File: config.mk
export PLATFORM = sky130hd
export DESIGN_NAME = signed_integer_divider_top
export DESIGN_NICKNAME = d
export VERILOG_FILES = /design/src/rtl/sdiv_pkg.sv /design/src/rtl/sdiv_setup.sv /design/src/rtl/sdiv_step.sv /design/src/rtl/sdiv_fix.sv /design/src/rtl/signed_integer_divider_top.sv
export SDC_FILE = /design/constraint.sdc
export NUM_CORES = 2
export LEC_CHECK = 0
export BUFFER_PORTS_ARGS = -buffer_cell sky130_fd_sc_hd__buf_2
export CORE_MARGIN = 4
export CORE_UTILIZATION = 55
export DETAILED_ROUTE_END_ITERATION = 12
export PLACE_DENSITY = 0.71
export SLEW_MARGIN = 10
export SYNTH_ARGS = -nofsm -noshare
export SYNTH_HDL_FRONTEND = slang
export SYNTH_SLANG_ARGS = --single-unit
File: constraint.sdc
create_clock -name clk -period 108.3 [get_ports clk]
set_input_delay 10.83 -clock clk [delete_from_list [all_inputs] [get_ports clk]]
set_output_delay 10.83 -clock clk [all_outputs]
set_load 0.1 [all_outputs]
File: src/rtl/sdiv_pkg.sv
// Package: payload and pipeline stage types for the signed integer divider.
`timescale 1ns / 1ps
`default_nettype none
package sdiv_pkg;

	localparam int W = 32;

	typedef struct packed {
		logic signed [W-1:0] numerator;
		logic signed [W-1:0] denominator;
	} sdiv_in_t;

	typedef struct packed {
		logic signed [W-1:0] quotient;
		logic                saturated;
		logic                divide_by_zero;
	} sdiv_out_t;

	typedef struct packed {
		logic         neg;
		logic         dz;
		logic [W-1:0] rem;
		logic [W-1:0] num;
		logic [W-1:0] den;
	} sdiv_stage_t;

endpackage
`default_nettype wire

File: src/rtl/sdiv_setup.sv
// Setup stage: operand magnitudes, result sign and zero-divisor detect.
`timescale 1ns / 1ps
`default_nettype none
module sdiv_setup (
	input  wire                  clk,
	input  wire                  arst_n,
	input  wire                  en,
	input  wire                  valid_i,
	input  sdiv_pkg::sdiv_in_t   req_i,
	output logic                 valid_s1,
	output sdiv_pkg::sdiv_stage_t st_s1
);
	import sdiv_pkg::*;

	logic [W-1:0] n;
	logic [W-1:0] d;
	sdiv_stage_t  nxt;

	always_comb begin
		n       = req_i.numerator;
		d       = req_i.denominator;
		nxt.neg = n[W-1] ^ d[W-1];
		nxt.dz  = (d == '0);
		nxt.rem = '0;
		nxt.num = n[W-1] ? (~n + 1'b1) : n;
		nxt.den = d[W-1] ? (~d + 1'b1) : d;
	end

	always_ff @(posedge clk or negedge arst_n) begin
		if (!arst_n) begin
			valid_s1 <= 1'b0;
		end else if (en) begin
			valid_s1 <= valid_i;
		end
	end

	always_ff @(posedge clk) begin
		if (en) begin
			st_s1 <= nxt;
		end
	end

endmodule
`default_nettype wire

File: src/rtl/sdiv_step.sv
// Divide stage: one restoring shift-and-subtract step, one quotient bit.
`timescale 1ns / 1ps
`default_nettype none
module sdiv_step (
	input  wire                   clk,
	input  wire                   arst_n,
	input  wire                   en,
	input  wire                   valid_i,
	input  sdiv_pkg::sdiv_stage_t st_i,
	output logic                  valid_s1,
	output sdiv_pkg::sdiv_stage_t st_s1
);
	import sdiv_pkg::*;

	logic [W-1:0] trial;
	logic         ge;
	sdiv_stage_t  nxt;

	always_comb begin
		trial   = {st_i.rem[W-2:0], st_i.num[W-1]};
		ge      = (trial >= st_i.den);
		nxt     = st_i;
		nxt.rem = ge ? (trial - st_i.den) : trial;
		nxt.num = {st_i.num[W-2:0], ge};
	end

	always_ff @(posedge clk or negedge arst_n) begin
		if (!arst_n) begin
			valid_s1 <= 1'b0;
		end else if (en) begin
			valid_s1 <= valid_i;
		end
	end

	always_ff @(posedge clk) begin
		if (en) begin
			st_s1 <= nxt;
		end
	end

endmodule
`default_nettype wire

File: src/rtl/sdiv_fix.sv
// Fix-up stage: sign restore, saturation and zero-divisor result, output register.
`timescale 1ns / 1ps
`default_nettype none
module sdiv_fix (
	input  wire                   clk,
	input  wire                   arst_n,
	input  wire                   en,
	input  wire                   valid_i,
	input  sdiv_pkg::sdiv_stage_t st_i,
	output logic                  valid_s1,
	output sdiv_pkg::sdiv_out_t   rsp_s1
);
	import sdiv_pkg::*;

	localparam logic [W-1:0] MaxPos = {1'b0, {(W-1){1'b1}}};

	sdiv_out_t nxt;

	always_comb begin
		nxt.quotient       = st_i.num;
		nxt.saturated      = 1'b0;
		nxt.divide_by_zero = 1'b0;
		if (st_i.dz) begin
			nxt.quotient       = '0;
			nxt.divide_by_zero = 1'b1;
		end else if (st_i.neg) begin
			nxt.quotient = ~st_i.num + 1'b1;
		end else if (st_i.num[W-1]) begin
			nxt.quotient  = MaxPos;
			nxt.saturated = 1'b1;
		end
	end

	always_ff @(posedge clk or negedge arst_n) begin
		if (!arst_n) begin
			valid_s1 <= 1'b0;
		end else if (en) begin
			valid_s1 <= valid_i;
		end
	end

	always_ff @(posedge clk) begin
		if (en) begin
			rsp_s1 <= nxt;
		end
	end

endmodule
`default_nettype wire

File: src/rtl/signed_integer_divider_top.sv
// Top level: pipelined signed 32-bit divider, quotient truncated toward zero.
// Input channel req (req_valid/req_ready) carries numerator and denominator;
// output channel rsp (rsp_valid/rsp_ready) carries quotient, saturated and
// divide_by_zero. A beat moves when valid and ready are both high.
// The pipeline is one setup stage, 32 divide stages (one quotient bit each,
// one compare-subtract per stage) and one fix-up stage holding the output.
// rsp_valid rises once the req beat has passed the setup, divide and fix-up
// registers; a new beat is taken every cycle while the pipeline is not held,
// so throughput is one item per cycle.
// Zero divisor: quotient 0, divide_by_zero set. Most negative over -1:
// quotient 0x7FFFFFFF, saturated set.
// Reset clears all stage valid bits; the pipeline comes up empty.
// When rsp_valid is high and rsp_ready low, the whole pipeline holds and
// req_ready drops; no item is lost or repeated.
`timescale 1ns / 1ps
`default_nettype none
module signed_integer_divider_top (
	input  wire                 clk,
	input  wire                 arst_n,
	input  wire                 req_valid,
	output logic                req_ready,
	input  sdiv_pkg::sdiv_in_t  req,
	output logic                rsp_valid,
	input  wire                 rsp_ready,
	output sdiv_pkg::sdiv_out_t rsp
);
	import sdiv_pkg::*;

	logic        adv;
	logic        v_c  [0:W];
	sdiv_stage_t st_c [0:W];

	assign adv       = !rsp_valid || rsp_ready;
	assign req_ready = adv;

	sdiv_setup u_setup (
		.clk      (clk),
		.arst_n   (arst_n),
		.en       (adv),
		.valid_i  (req_valid),
		.req_i    (req),
		.valid_s1 (v_c[0]),
		.st_s1    (st_c[0])
	);

	for (genvar i = 0; i < W; i++) begin : g_step
		sdiv_step u_step (
			.clk      (clk),
			.arst_n   (arst_n),
			.en       (adv),
			.valid_i  (v_c[i]),
			.st_i     (st_c[i]),
			.valid_s1 (v_c[i+1]),
			.st_s1    (st_c[i+1])
		);
	end

	sdiv_fix u_fix (
		.clk      (clk),
		.arst_n   (arst_n),
		.en       (adv),
		.valid_i  (v_c[W]),
		.st_i     (st_c[W]),
		.valid_s1 (rsp_valid),
		.rsp_s1   (rsp)
	);

endmodule
`default_nettype wire

Word-level counts from Yosys, hierarchy flattened
Index checks and enable logic that the tools add are counted.

Register bits after elaboration: 3175. Input port bits: 68. Output and inout bits: 36. Word-level logic and storage cells: 312.

Add/sub/neg operators: 34. $lt $le $gt $ge: 32. Mux-type cells: 36. Bitwise gates (word level): 4. Reduce and logical (&&, ||, !) cells: 4.

Operator list (count): greater-or-equal comparator 32 bit (31); two-way mux 31 bit (32); subtractor 31 bit (30); adder 32 x 1 -> 32 bit, second input constant (3); NOT 32 bit (3); two-way mux 32 bit (2); greater-or-equal comparator 1 x 32 -> 1 bit (1); logical NOT 32 bit (1); subtractor 1 x 31 -> 31 bit (1); two-way mux 1 bit (2); OR reduction 2 bit (1); logical NOT 1 bit (1); logical OR 1 bit (1); XOR 1 bit (1).

Depth between registers and ports, before layout
Depth after elaboration: 3. Mapped depth: 15. Gate-level depth less buffers: 13.

By module
A second synthesis with hierarchy kept.

Cell total of the unflattened synthesis: 14484. Area total of the unflattened synthesis: 174957.8 um^2.

Modules (own cells, without submodules): sdiv_step at g_step[22].u_step ... (times used 16, cells each 421, area each 5290.1 um^2, seq. area each 2967.8 um^2); sdiv_step at g_step[13].u_step ... (times used 10, cells each 448, area each 5290.1 um^2, seq. area each 2967.8 um^2); sdiv_step at g_step[10].u_step ... (times used 3, cells each 453, area each 5167.5 um^2, seq. area each 2967.8 um^2); sdiv_step at g_step[31].u_step ... (times used 2, cells each 449, area each 5173.7 um^2, seq. area each 2967.8 um^2); sdiv_step at g_step[0].u_step (times used 1, cells each 467, area each 5366.4 um^2, seq. area each 2967.8 um^2); sdiv_setup (times used 1, cells each 312, area each 3811.2 um^2, seq. area each 2006.9 um^2); sdiv_fix (times used 1, cells each 231, area each 2382.3 um^2, seq. area each 1046.0 um^2); signed_integer_divider_top (times used 1, cells each 1, area each 6.3 um^2, seq. area each 0.0 um^2).

Least setup slack after synthesis
Ideal clock, no wire load.

Path type: input to output. Start: input rsp_ready. End: output req_ready. Data arrival time: 71.986 ns. Required time: 97.470 ns. Slack: 25.484 ns. Stages: 4. Buffers on the path: 2. Path through: nor2b_1 -> clkbuf_1 -> buf_1 -> inv_1.

Cells in the longest elaborated chain, start to end: 1.

Ends and longest elaborated chain: from (decl) (line signed_integer_divider_top.sv:24) `input wire rsp_ready,`; logical OR 1 bit (line signed_integer_divider_top.sv:33) `assign adv = !rsp_valid || rsp_ready;`; to (decl) (line signed_integer_divider_top.sv:21) `output logic req_ready,`.

No other way between the ends.

Worst setup path after layout
Same ends and word-level chain as after synthesis.

==> run summary <==
Final Cycle Share: 0.218
outcome: complete, no violations
Setup Crit Path Kind: input pin to output port
max_cap viols: 0
Ys Warns: 0
initial antenna violation count: 5
Setup TNS Final: 0 ns
die area: 298000 µm²
Final GP Congestion: 0.957
prevailing post-synth register cell: edfxtp_1
dpl ws: 84.65 ns
row cnt: 197
Mapped Cells: 12.8k
Post-CTS Setup Inserts: 0
worst hold-check path type: flip-flop to flip-flop
die height: 546 µm
CTS tree: built
Final Slew Violations: 0
Mapped Avg Cell Area: 12.4 µm²
unrepaired setup endpoints after global routing: false
most frequent CP cell: buf_2
total congestion overflow: 0
sequential share of the synthesized area: 0.598
Async SR Flop Fraction: 0.0107
number of nets with antenna violations after routing: 0
DR pass1 iterations: 6
area used by multi-input combinational logic: 58300 µm²
Vias: 98.7k
worst setup margin: 84.69 ns
CTS Root Cell: clkbuf_16
die width: 546 µm
syn nets: 13.9k
CTS Buf Count: 331
critical path launch point type: input pin
final-layout fill cell count: 21.9k
DR iter-0 viols: 7854
Clk Latency, worst-skew pair: 0.91 ns
Worst EP required: 97.47 ns
I/O pin count: 104
CTS Sinks: 3175
Final Hold Fails: 0
EDFF count, synth: 3141
Syn Std Cell Area: 159000 µm²
Area after DPL: 164000 µm²
share of layout cells above drive strength 1: 0.0925
number of synthesized register bits: 3175
wire per inst: 19.3 µm
Initial Util: 0.552
Routed WL: 330000 µm
Worst EP arrival: 12.78 ns
Core Region: 288000 µm²
H-tree Lvls: 5
vias in the first global route: 97.6k
f_max: 0.0424 GHz
CTS resizes: 0
critical-path cell list: buf_2 -> nor2b_2 -> buf_4 -> inv_8 -> buf_2
synth-to-layout area growth: 9.90%
post-route cell area: 175000 µm²
CTS max path bufs: 4
DRC viols: 0
crit path max fanout: 100
final setup vio count: 0
clk slew on worst S/H paths: 0.06 ns
Slowest-stage cell, CP: nor2b_2
vias per cell: 5.78
Fin Clk Skew: 0.0370 ns
placed cell count: 16.5k
FF/Latch Area: 95200 µm²
hold-fix buffers at CTS: 0
All-Layer GR Usage: 0.216
Final #Nets: 14.1k
Slew headroom: 0.201
min Tclk post-route: 23.61 ns
global-route wire length before repair: 522000 µm
library cells used by synthesis: 88
HPWL after detailed placement: 243000 µm
# port buffers: 103
crit-path max cell delay: 0.58 ns
final cell count without fillers: 17.1k
kind of end point of the critical path: output port
Worst Max-Slew Pin Slew: 1.20 ns
largest net degree at the start of global routing: 198
metal layers:
| layer | track usage | up-vias | wire [µm] |
|---|---|---|---|
| met5 | 0 | - | 20 |
| met4 | 0.0778 | 4 | 12200 |
| met3 | 0.0297 | 711 | 17100 |
| met2 | 0.369 | 2740 | 160000 |
| met1 | 0.282 | 47500 | 141000 |
| li1 | - | 47800 | - |
area by class of cell:
class,instances,share of cell area
Clock buffer,412,0.0503
Timing Repair Buffer,181,0.00659
Tap cell,3781,0.0271
Sequential cell,3175,0.544
Antenna cell,2,0.0000286
Multi-Input combinational cell,8081,0.334
Clock inverter,182,0.0107
Inverter,1265,0.0272
final timing paths:
path | startpoint | endpoint | slack [ns] | cells past startpoint
setup reg to reg | u_fix.valid_s1$_DFFE_PN0P_ | g_step[7].u_step.st_s1[53]$_DFFE_PP_ | 102.61 | 8
setup / recovery | rsp_ready | req_ready | 84.69 | 5
hold reg to reg | g_step[12].u_step.st_s1[44]$_DFFE_PP_ | g_step[13].u_step.st_s1[45]$_DFFE_PP_ | 0.41 | 0
max in group asynchronous | arst_n | g_step[22].u_step.valid_s1$_DFFE_PN0P_ | 97.84 | 1
hold / removal | g_step[12].u_step.st_s1[44]$_DFFE_PP_ | g_step[13].u_step.st_s1[45]$_DFFE_PP_ | 0.41 | 0
min in group asynchronous | arst_n | g_step[2].u_step.valid_s1$_DFFE_PN0P_ | 9.99 | 1
logic make-up (layout without fill, tap and decap cells):
logic type / Yosys count / after routing / share of synthesized area
XOR/XNOR: 846 / 846 / 0.0466
AO/OA/AOI/OAI: 3204 / 3204 / 0.127
other: 0 / 2 / 0
AND/OR/NAND/NOR: 2507 / 2507 / 0.0745
adder cells (fa/ha/maj): 1027 / 1027 / 0.0822
flip-flops: 3175 / 3175 / 0.598
buffers and inverters: 1530 / 2040 / 0.0365
multiplexers: 497 / 497 / 0.0349
Yosys cell counts, drive strengths merged (179+ instances only):
cell type,number,share of area
nand2,702,0.017
inv,1265,0.030
mux2,466,0.033
a21o,481,0.023
xor2,298,0.016
o21ai,696,0.022
nor2,742,0.018
xnor2,548,0.030
a21oi,1023,0.032
ha,997,0.078
edfxtp,3141,0.59
nand3,179,0.0056
clkbuf,204,0.0048
registers in the layout (all words and copies together) (netlist names):
signal	flops
g_step.u_step.st_s1	3041
u_fix.valid_s1	1
u_fix.rsp_s1	34
u_setup.st_s1	66
g_step.u_step.valid_s1	32
u_setup.valid_s1	1
metrics by stage:
stage          utilization  hold slack, ns
2_1_floorplan            -           0.400
3_3_place_gp         0.570           0.400
3_5_place_dp         0.570           0.405
4_1_cts              0.607           0.403
5_1_grt              0.607           0.414
6_report             0.607           0.406
placed cells by master, fill, tap and decap left out, types with 134 or more instances in the layout:
cell type / Yosys / routed
nand4_1: 140 / 140
o21ai_0: 688 / 688
nand3_1: 179 / 179
mux2_2: 466 / 466
a21oi_1: 1023 / 1020
inv_1: 1264 / 1263
a21o_1: 481 / 481
ha_1: 997 / 997
xor2_1: 298 / 298
nand2_1: 700 / 700
nor3_1: 153 / 153
o21a_1: 152 / 152
xnor2_1: 548 / 548
nor2b_1: 135 / 134
edfxtp_1: 3141 / 3141
clkbuf_16: 0 / 340
nor2_1: 742 / 741
worst max-delay path: cells and delay by family:
kind | cells | cell delay (ns)
buf+inv | 4 | 1.26
simple gates | 1 | 0.58
Power is left out: the tool's default activity adds up to more than one toggle a clock period on the data nets, which glitch-free logic cannot reach.
